## config.mk

```make
export PLATFORM = sky130hd
export DESIGN_NAME = bounded_positional_sorted_list_unit
export DESIGN_NICKNAME = d
export VERILOG_FILES = /design/src/hdl/bpsl_pkg.sv /design/src/hdl/bounded_positional_sorted_list_unit.sv /design/src/hdl/bpsl_ctrl.sv /design/src/hdl/bpsl_dpath.sv
export SDC_FILE = /design/constraint.sdc
export NUM_CORES = 2
export LEC_CHECK = 0
export BUFFER_PORTS_ARGS = -buffer_cell sky130_fd_sc_hd__clkbuf_2
export CORE_ASPECT_RATIO = 1.1
export CORE_MARGIN = 2
export CORE_UTILIZATION = 37
export DETAILED_ROUTE_END_ITERATION = 10
export SYNTH_ARGS = -nofsm -noshare
export SYNTH_HDL_FRONTEND = slang
export SYNTH_SLANG_ARGS = --single-unit
```

## constraint.sdc

```tcl
create_clock -name clk -period 21.6 [get_ports clk]
set_clock_uncertainty 0.15 [all_clocks]
set_input_delay 6.48 -clock clk [delete_from_list [all_inputs] [get_ports clk]]
set_output_delay 6.48 -clock clk [all_outputs]
set_load 0.02 [all_outputs]
```

## src/hdl/bpsl_pkg.sv

```systemverilog
// Types, constants and codes of the bounded positional sorted list unit.
package bpsl_pkg;

  // Default number of list cells.
  localparam int CAPACITY_DEF = 32;

  // Field widths.
  localparam int OP_W    = 2;
  localparam int VAL_W   = 32;
  localparam int POS_W   = 10;
  localparam int ST_W    = 2;
  localparam int CNT_W   = 11;
  localparam int IN_DW   = 48;
  localparam int OUT_DW  = 48;

  // Operation codes.
  localparam logic [OP_W-1:0] OP_SORTED  = 2'd0;
  localparam logic [OP_W-1:0] OP_INS_POS = 2'd1;
  localparam logic [OP_W-1:0] OP_REMOVE  = 2'd2;

  // Status codes.
  localparam logic [ST_W-1:0] ST_DONE    = 2'd0;
  localparam logic [ST_W-1:0] ST_INVALID = 2'd1;
  localparam logic [ST_W-1:0] ST_FULL    = 2'd2;

  // Value returned by a remove at a bad position.
  localparam logic [VAL_W-1:0] VAL_BAD_REMOVE = '1;

  // Controller states.
  typedef enum logic {
    S_IDLE,
    S_APPLY
  } state_t;

  // Commands from controller to datapath.
  typedef struct packed {
    logic load;    // capture operation and compare results
    logic commit;  // update the cells and the output payload
  } ctrl_cmd_t;

endpackage

```

## src/hdl/bounded_positional_sorted_list_unit.sv

```systemverilog
// Top level of the bounded positional sorted list unit.
// Keeps up to CAPACITY signed 32-bit values in order in a row of cells and answers each
// operation (sorted insert, insert at position, remove at position) with one result carrying
// the removed value, a status and the element count after the operation. The accepting edge
// captures an operation together with a parallel compare of every cell against the value; in
// the apply state, once the output slot is free, the commit edge shifts the cells at or after
// the target slot by one place for a valid insert or remove and loads the output register.
// The next operation is taken the cycle after the commit, so the unit takes no new operation
// while one is pending; a result left waiting holds the following operation in its shift
// step. No clearing pass runs after reset: cells above the count are never read.
module bounded_positional_sorted_list_unit
  import bpsl_pkg::*;
#(
  parameter int CAPACITY = CAPACITY_DEF
) (
  input  logic              clk,
  input  logic              rst_n,
  input  logic              in_tvalid,
  output logic              in_tready,
  input  logic [IN_DW-1:0]  in_tdata,   // item_value[31:0], position[41:32], zero fill
  input  logic [OP_W-1:0]   in_tuser,   // opcode[1:0]
  output logic              out_tvalid,
  input  logic              out_tready,
  output logic [OUT_DW-1:0] out_tdata,  // result_value[31:0], element_count[42:32], zero fill
  output logic [ST_W-1:0]   out_tuser   // status[1:0]
);

  ctrl_cmd_t        cmd;
  logic [VAL_W-1:0] res_value;
  logic [ST_W-1:0]  res_status;
  logic [CNT_W-1:0] res_count;

  bpsl_ctrl u_ctrl (
    .clk        (clk),
    .rst_n      (rst_n),
    .in_tvalid  (in_tvalid),
    .in_tready  (in_tready),
    .out_tvalid (out_tvalid),
    .out_tready (out_tready),
    .cmd        (cmd)
  );

  bpsl_dpath #(
    .CAPACITY (CAPACITY)
  ) u_dpath (
    .clk         (clk),
    .rst_n       (rst_n),
    .cmd         (cmd),
    .in_opcode   (in_tuser),
    .in_value    (in_tdata[VAL_W-1:0]),
    .in_position (in_tdata[VAL_W+POS_W-1:VAL_W]),
    .res_value   (res_value),
    .res_status  (res_status),
    .res_count   (res_count)
  );

  // Result packing.
  assign out_tdata = {{(OUT_DW-VAL_W-CNT_W){1'b0}}, res_count, res_value};
  assign out_tuser = res_status;

endmodule

```

## src/hdl/bpsl_ctrl.sv

```systemverilog
// Controller of the sorted list unit: operation sequencing and output valid.
module bpsl_ctrl
  import bpsl_pkg::*;
(
  input  logic       clk,
  input  logic       rst_n,
  input  logic       in_tvalid,
  output logic       in_tready,
  output logic       out_tvalid,
  input  logic       out_tready,
  output ctrl_cmd_t  cmd
);

  state_t state_r, state_nxt;
  logic   out_valid_r, out_valid_nxt;
  logic   out_free;

  // Output slot can take a new result this cycle.
  assign out_free = !out_valid_r || out_tready;

  // Next state.
  always_comb begin
    state_nxt = state_r;
    unique case (state_r)
      S_IDLE: begin
        if (in_tvalid) state_nxt = S_APPLY;
      end
      S_APPLY: begin
        if (out_free) state_nxt = S_IDLE;
      end
      default: state_nxt = S_IDLE;
    endcase
  end

  // Outputs and commands.
  always_comb begin
    in_tready  = 1'b0;
    cmd.load   = 1'b0;
    cmd.commit = 1'b0;
    unique case (state_r)
      S_IDLE: begin
        in_tready = 1'b1;
        cmd.load  = in_tvalid;
      end
      S_APPLY: begin
        cmd.commit = out_free;
      end
      default: ;
    endcase
  end

  // Output valid holds until the result transfer.
  always_comb begin
    out_valid_nxt = out_valid_r;
    if (cmd.commit) out_valid_nxt = 1'b1;
    else if (out_tready) out_valid_nxt = 1'b0;
  end

  assign out_tvalid = out_valid_r;

  always_ff @(posedge clk) begin
    if (!rst_n) begin
      state_r     <= S_IDLE;
      out_valid_r <= 1'b0;
    end else begin
      state_r     <= state_nxt;
      out_valid_r <= out_valid_nxt;
    end
  end

endmodule

```

## src/hdl/bpsl_dpath.sv

```systemverilog
// Datapath of the sorted list unit: cell row, count, compares and result payload.
module bpsl_dpath
  import bpsl_pkg::*;
#(
  parameter int CAPACITY = CAPACITY_DEF
) (
  input  logic             clk,
  input  logic             rst_n,
  input  ctrl_cmd_t        cmd,
  input  logic [OP_W-1:0]  in_opcode,
  input  logic [VAL_W-1:0] in_value,
  input  logic [POS_W-1:0] in_position,
  output logic [VAL_W-1:0] res_value,
  output logic [ST_W-1:0]  res_status,
  output logic [CNT_W-1:0] res_count
);

  localparam int CW = $clog2(CAPACITY + 1);
  localparam int IW = $clog2(CAPACITY);
  localparam int LV = $clog2(CAPACITY);

  // Cell row and count.
  logic [VAL_W-1:0] cell_r   [CAPACITY];
  logic [VAL_W-1:0] cell_nxt [CAPACITY];
  logic [CW-1:0]    count_r, count_nxt;

  // Captured operation.
  logic [OP_W-1:0]     op_r;
  logic [VAL_W-1:0]    val_r;
  logic [POS_W-1:0]    pos_r;
  logic [CAPACITY-1:0] ge_r, ge_nxt;

  // Result payload.
  logic [VAL_W-1:0] res_r, res_nxt;
  logic [ST_W-1:0]  st_r, st_nxt;

  // Apply-stage decode.
  logic                write_en;
  logic                is_remove;
  logic [CAPACITY-1:0] after;
  logic                full;
  logic [VAL_W-1:0]    rd_value;

  // Per-cell compare against the incoming value; the slot at the count always qualifies.
  always_comb begin
    for (int i = 0; i < CAPACITY; i++) begin
      ge_nxt[i] = ((CW'(i) < count_r) && ($signed(cell_r[i]) >= $signed(in_value)))
                  || (CW'(i) == count_r);
    end
  end

  always_ff @(posedge clk) begin
    if (cmd.load) begin
      op_r  <= in_opcode;
      val_r <= in_value;
      pos_r <= in_position;
      ge_r  <= ge_nxt;
    end
  end

  assign full     = (count_r == CW'(CAPACITY));
  assign rd_value = cell_r[pos_r[IW-1:0]];

  // Status, result and write decision.
  always_comb begin
    res_nxt   = '0;
    st_nxt    = ST_DONE;
    write_en  = 1'b0;
    is_remove = 1'b0;
    unique case (op_r)
      OP_SORTED: begin
        if (full) st_nxt = ST_FULL;
        else write_en = 1'b1;
      end
      OP_INS_POS: begin
        if (CNT_W'(pos_r) > CNT_W'(count_r)) st_nxt = ST_INVALID;
        else if (full) st_nxt = ST_FULL;
        else write_en = 1'b1;
      end
      OP_REMOVE: begin
        is_remove = 1'b1;
        if (CNT_W'(pos_r) >= CNT_W'(count_r)) begin
          st_nxt  = ST_INVALID;
          res_nxt = VAL_BAD_REMOVE;
        end else begin
          write_en = 1'b1;
          res_nxt  = rd_value;
        end
      end
      default: st_nxt = ST_INVALID;
    endcase
  end

  // Cells at or after the target slot: prefix OR of the compares, or a position compare.
  always_comb begin
    logic [CAPACITY-1:0] p;
    p = ge_r;
    for (int k = 0; k < LV; k++) begin
      p = p | (p << (1 << k));
    end
    for (int i = 0; i < CAPACITY; i++) begin
      if (op_r == OP_SORTED) after[i] = p[i];
      else after[i] = (POS_W'(i) >= pos_r);
    end
  end

  // Shift the row open for an insert or closed for a remove.
  always_comb begin
    for (int i = 0; i < CAPACITY; i++) begin
      cell_nxt[i] = cell_r[i];
      if (is_remove) begin
        if (after[i] && (i < CAPACITY - 1)) cell_nxt[i] = cell_r[(i + 1) % CAPACITY];
      end else if ((i > 0) && after[(i + CAPACITY - 1) % CAPACITY]) begin
        cell_nxt[i] = cell_r[(i + CAPACITY - 1) % CAPACITY];
      end else if (after[i]) begin
        cell_nxt[i] = val_r;
      end
    end
  end

  // Count update.
  always_comb begin
    count_nxt = count_r;
    if (write_en) begin
      if (is_remove) count_nxt = count_r - CW'(1);
      else count_nxt = count_r + CW'(1);
    end
  end

  always_ff @(posedge clk) begin
    if (cmd.commit && write_en) begin
      for (int i = 0; i < CAPACITY; i++) cell_r[i] <= cell_nxt[i];
    end
    if (cmd.commit) begin
      res_r <= res_nxt;
      st_r  <= st_nxt;
    end
  end

  always_ff @(posedge clk) begin
    if (!rst_n) begin
      count_r <= '0;
    end else if (cmd.commit) begin
      count_r <= count_nxt;
    end
  end

  // Count changes only on a commit, which waits for the previous result transfer.
  assign res_value  = res_r;
  assign res_status = st_r;
  assign res_count  = CNT_W'(count_r);

endmodule

```

## Word-level counts from Yosys, hierarchy flattened

Memories as Yosys holds them, arrays and structs flattened. A register that Yosys moved wholly into a read port is not among the register bits.
Cells that the tools add are included.

| word-level totals | value |
|---|---|
| output and inout port bits | 52 |
| flip-flop bits (word level) | 118 |
| bits in writable memories | 1024 |
| memories | 1 |
| input port bits | 54 |

| cells by class | value |
|---|---|
| reduce and logical (&&, ||, !) cells | 71 |
| eq/ne operators | 34 |
| bitwise logic cells | 6 |
| order comparisons | 98 |
| multiplexer cells | 180 |
| add/subtract/negate cells | 2 |

Memories:

| name | depth | width | rd ports | clocked after memory_dff | wr ports | RTL line | source |
|---|---|---|---|---|---|---|---|
| u_dpath.cell_r | 32 | 32 | 33 | 1 | 32 | bpsl_dpath.sv:23 | `logic [VAL_W-1:0] cell_r [CAPACITY];` |

Operators by type and width:

| operator | count |
|---|---|
| 32-bit two-way mux | 127 |
| 32-bit >= comparator | 32 |
| 5-bit by 10-bit >= comparator with 1-bit output (first input constant) | 16 |
| 32-bit bitwise OR | 5 |
| 5-bit by 6-bit equality test with 1-bit output (first input constant) | 16 |
| 5-bit by 6-bit less-than comparator with 1-bit output (first input constant) | 16 |
| 4-bit by 10-bit >= comparator with 1-bit output (first input constant) | 8 |
| 4-bit by 6-bit equality test with 1-bit output (first input constant) | 8 |
| 4-bit by 6-bit less-than comparator with 1-bit output (first input constant) | 8 |
| 1-bit two-way mux | 46 |
| 3-bit by 10-bit >= comparator with 1-bit output (first input constant) | 4 |
| 1-bit logical AND | 33 |
| 1-bit logical OR | 33 |
| 3-bit by 6-bit equality test with 1-bit output (first input constant) | 4 |
| 3-bit by 6-bit less-than comparator with 1-bit output (first input constant) | 4 |
| 1-bit by 10-bit >= comparator with 1-bit output (first input constant) | 2 |
| 2-bit by 10-bit >= comparator with 1-bit output (first input constant) | 2 |
| 2-bit by 6-bit equality test with 1-bit output (first input constant) | 2 |
| 1-bit by 6-bit less-than comparator with 1-bit output (first input constant) | 2 |
| 2-bit by 6-bit less-than comparator with 1-bit output (first input constant) | 2 |
| 10-bit by 6-bit >= comparator with 1-bit output | 1 |
| 10-bit by 6-bit > comparator with 1-bit output | 1 |
| 6-bit by 1-bit adder with 6-bit output (second input constant) | 1 |
| 1-bit by 6-bit equality test with 1-bit output (first input constant) | 1 |
| other kinds (16) | 17 |

## Logic depth before layout (Yosys ltp)

| depth | value |
|---|---|
| word-level depth | 9 |
| gate-level depth with buffers | 11 |
| depth with buffers taken out | 9 |

## Cells and area by module

From an unflattened synthesis, not the netlist that was laid out.

| unflattened totals | value |
|---|---|
| cell total of the unflattened synthesis | 8060 |
| area total of the unflattened synthesis | 86929.6 um^2 |

By module, submodules not included:

| module | sequential area each (um^2) | area each (um^2) | instances | cells an instance |
|---|---|---|---|---|
| bpsl_dpath | 34272.9 | 86778.2 | 1 | 8044 |
| bpsl_ctrl | 40.0 | 110.1 | 1 | 10 |
| bounded_positional_sorted_list_unit | 0.0 | 41.3 | 1 | 6 |

## Worst setup path after synthesis

Ideal clock, no wire load.

| path | value |
|---|---|
| path kind | input to register |
| start | input port out_tready |
| end | memory u_dpath.cell_r[31][0], enable pin |
| library setup time | 0.594 ns |
| arrival | 12.894 ns |
| slack | 7.961 ns |
| path buffers | 0 |
| cell stages on the path | 5 |
| cells stage by stage | nand2b_1 > nand2_1 > inv_1 > a32oi_1 > a2111oi_0 |

RTL lines:

| element | RTL line | source |
|---|---|---|
| from (decl) | bounded_positional_sorted_list_unit.sv:23 | `input logic out_tready,` |
| to (decl) | bpsl_dpath.sv:23 |  |

## Worst setup path in the final report

| path | value |
|---|---|
| start | input port in_tdata[13] |
| end | register u_dpath.ge_r[12] (data pin) |

| between the ends | value |
|---|---|
| cells in the longest elaborated chain, start to end | 3 |

RTL lines:

| element | RTL line | source |
|---|---|---|
| from (decl) | bounded_positional_sorted_list_unit.sv:20 | `input logic [IN_DW-1:0] in_tdata,` |
| 32-bit >= comparator | bpsl_dpath.sv:47 | `ge_nxt[i] = ((CW'(i) < count_r) && ($signed(cell_r[i]) >= $signed(in_value)))` |
| 1-bit logical AND | bpsl_dpath.sv:47 |  |
| 1-bit logical OR | bpsl_dpath.sv:48 | `\|\| (CW'(i) == count_r);` |
| net u_dpath.ge_nxt[12] | bpsl_dpath.sv:31 | `logic [CAPACITY-1:0] ge_r, ge_nxt;` |
| to (signal assigned) | bpsl_dpath.sv:57 | `ge_r <= ge_nxt;` |
| to (decl) | bpsl_dpath.sv:31 |  |

The timed path passes the listed nets, and every way through them passes these cells.
A chain may end at the register's enable or synchronous reset.

==> impl_metrics.py <==
metrics = {
    "status": {
        "status": "finished with violations",
        "violations": "capacitance limit, slew limit",
    },
    "power_and_ir_drop": {
        "p_sw_w": 0.00180,
        "peakVddDrop_mv": 0.0869,
        "power.density_mw_per_mm2": 63.3,
        "power_frac_seq": 0.423,
        "pwr-share-clk": 0.393,
        "p_int_w": 0.00427,
        "p_sw_frac": 0.296,
        "leakage_nw": 37.6,
        "power_w": 0.00607,
        "combPwrFrac": 0.185,
    },
    "run": {
        "cap_violations": 1,
    },
    "cts": {
        "clk_pin_slew_worst_paths_ns": 0.06,
        "cts_tree": "done",
        "h-tree-depth": 4,
        "postCtsSetupBuffers": 0,
        "clock_sinks": 1147,
        "cts_buffers": 140,
        "cts_buffer_depth": 3,
        "ctsResizeCount": 0,
        "holdBufCountCts": 0,
        "root_buffer": "clkbuf_16",
        "clock_latency_ns": 0.82,
    },
    "layout": {
        "drive_gt1_frac": 0.108,
        "area_growth_pct": 9.65,
        "final_nets": 9196,
    },
    "sta": {
        "maxSlewViolCount": 2,
        "rsz0062_at_grt": "false",
        "finalSetupViolations": 0,
        "tightestPinTransition_ns": 1.57,
        "hold_viol": 0,
        "fmax_ghz": 0.105,
        "max_slew_margin": -0.0584,
        "tns_ns": 0,
        "layout_worst_path_cycle_share": 0.441,
        "fin_crit_ns": 9.53,
    },
    "die": {
        "num_io_pins": 106,
        "rows": 187,
        "fp.dieArea_mm2": 0.240,
        "core-area_mm2": 0.236,
        "die_width_um": 468,
        "die_height_um": 514,
        "initial_core_util": 0.371,
    },
    "critical_path": {
        "r2r-start": "u_dpath.count_r[5]",
        "reg2reg_slack_ns": 16.34,
        "worstPathRequired_ns": 21.98,
        "crit_arrival_ns": 9.91,
        "r2r_end": "u_dpath.cell_r[6][6]",
        "crit_path_start_kind": "input port",
        "cp_cell_sequence": "clkbuf_2, inv_1, buf_4, ha_1, nand4_1, nor4_1, a2111oi_0, a21oi_1, mux2i_1, a32oi_1",
        "slowest_stage": "nor4_1",
        "crit_type": "input port to flop",
        "end_kind": "flop",
        "cp_max_fo": 32,
        "r2r_cells": 8,
        "slowest_delay_ns": 0.98,
    },
    "global_routing": {
        "grt_pass1_vias": 66200,
        "use_met2": 0.407,
        "busiest_layer": "met2",
        "grt_pass1_wl_um": 450000,
        "grt_use_total": 0.250,
        "global_route.usage.met3": 0.0384,
        "grt_max_degree": 221,
        "grt_overflow": 0,
        "antenna_found_initial": 9,
        "use_met1": 0.329,
    },
    "detailed_routing": {
        "drt_iter0_markers": 7606,
        "wl_um": 308000,
        "postRouteAntennaNets": 0,
        "wl_per_cell_um": 27.2,
        "vias_per_cell": 6.12,
        "drc": 0,
        "vias": 69400,
        "drt_first_pass_iters": 8,
    },
    "synthesis": {
        "syn-instance-count": 8270,
        "ys_async_sr_fraction": 0,
        "netlist_area_mm2": 0.0875,
        "synth_edf_count": 1134,
        "syn_area_per_cell_um2": 10.6,
        "yosys_warnings": 0,
        "ys_seq_area_frac": 0.392,
        "yosys_register_bits": 1147,
        "ys.flop_type": "edfxtp_1",
        "yosysUniqueCellTypes": 70,
    },
    "hold_path": {
        "hold_end": "u_ctrl.out_tvalid",
        "min_from": "u_ctrl.out_tvalid",
        "hold_path_class": "flop to flop",
        "hold_depth": 2,
    },
    "placement": {
        "hpwl_um": 232000,
        "gp_congestion": 0.943,
        "io_buffers": 89,
    },
}
[through the flow]
step / instances / setup WS, ns / hold slack (ns) / area [um2] / util
global route: 11300 / 12.10 / 0.388 / 95900 / 0.407
CTS: 11300 / 12.10 / 0.360 / 95900 / 0.407
detailed placement: 11100 / 11.23 / 0.349 / 91500 / 0.388
floorplan: 8279 / 7.96 / 0.358 / 87500 / -
finish: 11300 / 12.07 / 0.350 / 95900 / 0.407
global placement: 11100 / 11.34 / 0.345 / 91500 / 0.388
[layer usage]
metal | wire (um) | up-vias
met4 | 13900 | 6
met5 | 30 | -
met3 | 22400 | 475
met1 | 126000 | 34300
li1 | - | 31600
met2 | 145000 | 2934
[cells in the final DEF (no fill, tap or decap), drive strengths merged, types with 18 or more instances in the layout]
cell	count
a211oi	42
a21o	215
a21oi	455
a221oi	60
a31oi	38
and4	45
buf	178
clkbuf	266
clkinv	53
edfxtp	1134
ha	1034
inv	135
mux2	51
mux2i	811
mux4	288
nand2	1266
nand3	251
nand4	162
nor2	148
nor2b	66
nor3	50
nor3b	26
nor4	64
o211a	18
o211ai	256
o21ai	905
o22ai	27
or3	18
xnor2	30
[flip-flops by register name, summed over array words and instances (netlist names), 2 cells and up, named ones only]
| signal | cells |
|---|---|
| u_dpath.cell_r | 1024 |
| u_dpath.count_r | 6 |
| u_dpath.ge_r | 32 |
| u_dpath.op_r | 2 |
| u_dpath.pos_r | 10 |
| u_dpath.res_status | 2 |
| u_dpath.res_value | 32 |
| u_dpath.val_r | 32 |
[synthesized netlist by cell type, drive strengths merged (60+ instances only)]
cell,count,area share
a21o,215,0.018
a21oi,455,0.026
a221oi,60,0.0060
buf,154,0.0081
clkbuf,426,0.018
edfxtp,1134,0.39
ha,1034,0.15
inv,125,0.0054
mux2i,811,0.093
mux4,288,0.074
nand2,1266,0.054
nand3,251,0.014
nand4,162,0.012
nor2,148,0.0063
nor2b,66,0.0047
nor4,64,0.0046
o211ai,256,0.022
o21ai,905,0.052
[worst max path at each step]
stage | slack, ns | depth (start not counted) | end | start
after global placement | 11.34 | 10 | u_dpath.ge_r[12] | in_tdata[15]
after floorplan | 7.96 | 5 | u_dpath.cell_r[31][0] | out_tready
after CTS | 12.10 | 10 | u_dpath.ge_r[12] | in_tdata[13]
after detailed placement | 11.23 | 10 | u_dpath.ge_r[12] | in_tdata[15]
final | 12.07 | 10 | u_dpath.ge_r[12] | in_tdata[13]
after global routing | 12.10 | 10 | u_dpath.ge_r[12] | in_tdata[15]
[cell type report]
class / count / area [um2]
Sequential cell: 1147 / 34300
Tap cell: 3118 / 3900
Clock inverter: 76 / 702
Multi-Input combinational cell: 6427 / 51000
Clock buffer: 177 / 3720
Antenna cell: 4 / 10.0
Inverter: 125 / 469
Timing Repair Buffer: 267 / 1840
Fill cell: 22300 / 140000
[kinds of logic (layout without fill, tap and decap cells)]
logic type / after synthesis / in the layout / synth area share
AOI/OAI and AO/OA: 2080 / 2080 / 0.141
xor gates and xnor gates: 31 / 31 / 0.00310
adders and majority gates: 1034 / 1034 / 0.148
buffers and inverters: 705 / 645 / 0.0317
DFF: 1147 / 1147 / 0.392
muxes: 1150 / 1150 / 0.175
other: 1 / 14 / 0.0000429
and+or+nand+nor: 2122 / 2122 / 0.109
[power groups by stage]
stage	clock, W	combinational (W)	sequential (W)
2_1_floorplan	0	0.000762	0.00259
3_3_place_gp	0	0.00106	0.00261
3_5_place_dp	0	0.00110	0.00261
4_1_cts	0.00242	0.00110	0.00256
5_1_grt	0.00250	0.00121	0.00257
6_report	0.00238	0.00112	0.00257
[critical path: cells and delay by family]
kind | cells | cell delay (ns)
AO/OA/AOI/OAI | 3 | 0.91
adder cells (fa/ha/maj) | 1 | 0.26
buffers and inverters | 3 | 0.60
multiplexers | 1 | 0.40
AND/OR/NAND/NOR | 2 | 1.22
No activity file was read; power rests on OpenSTA's default activity.
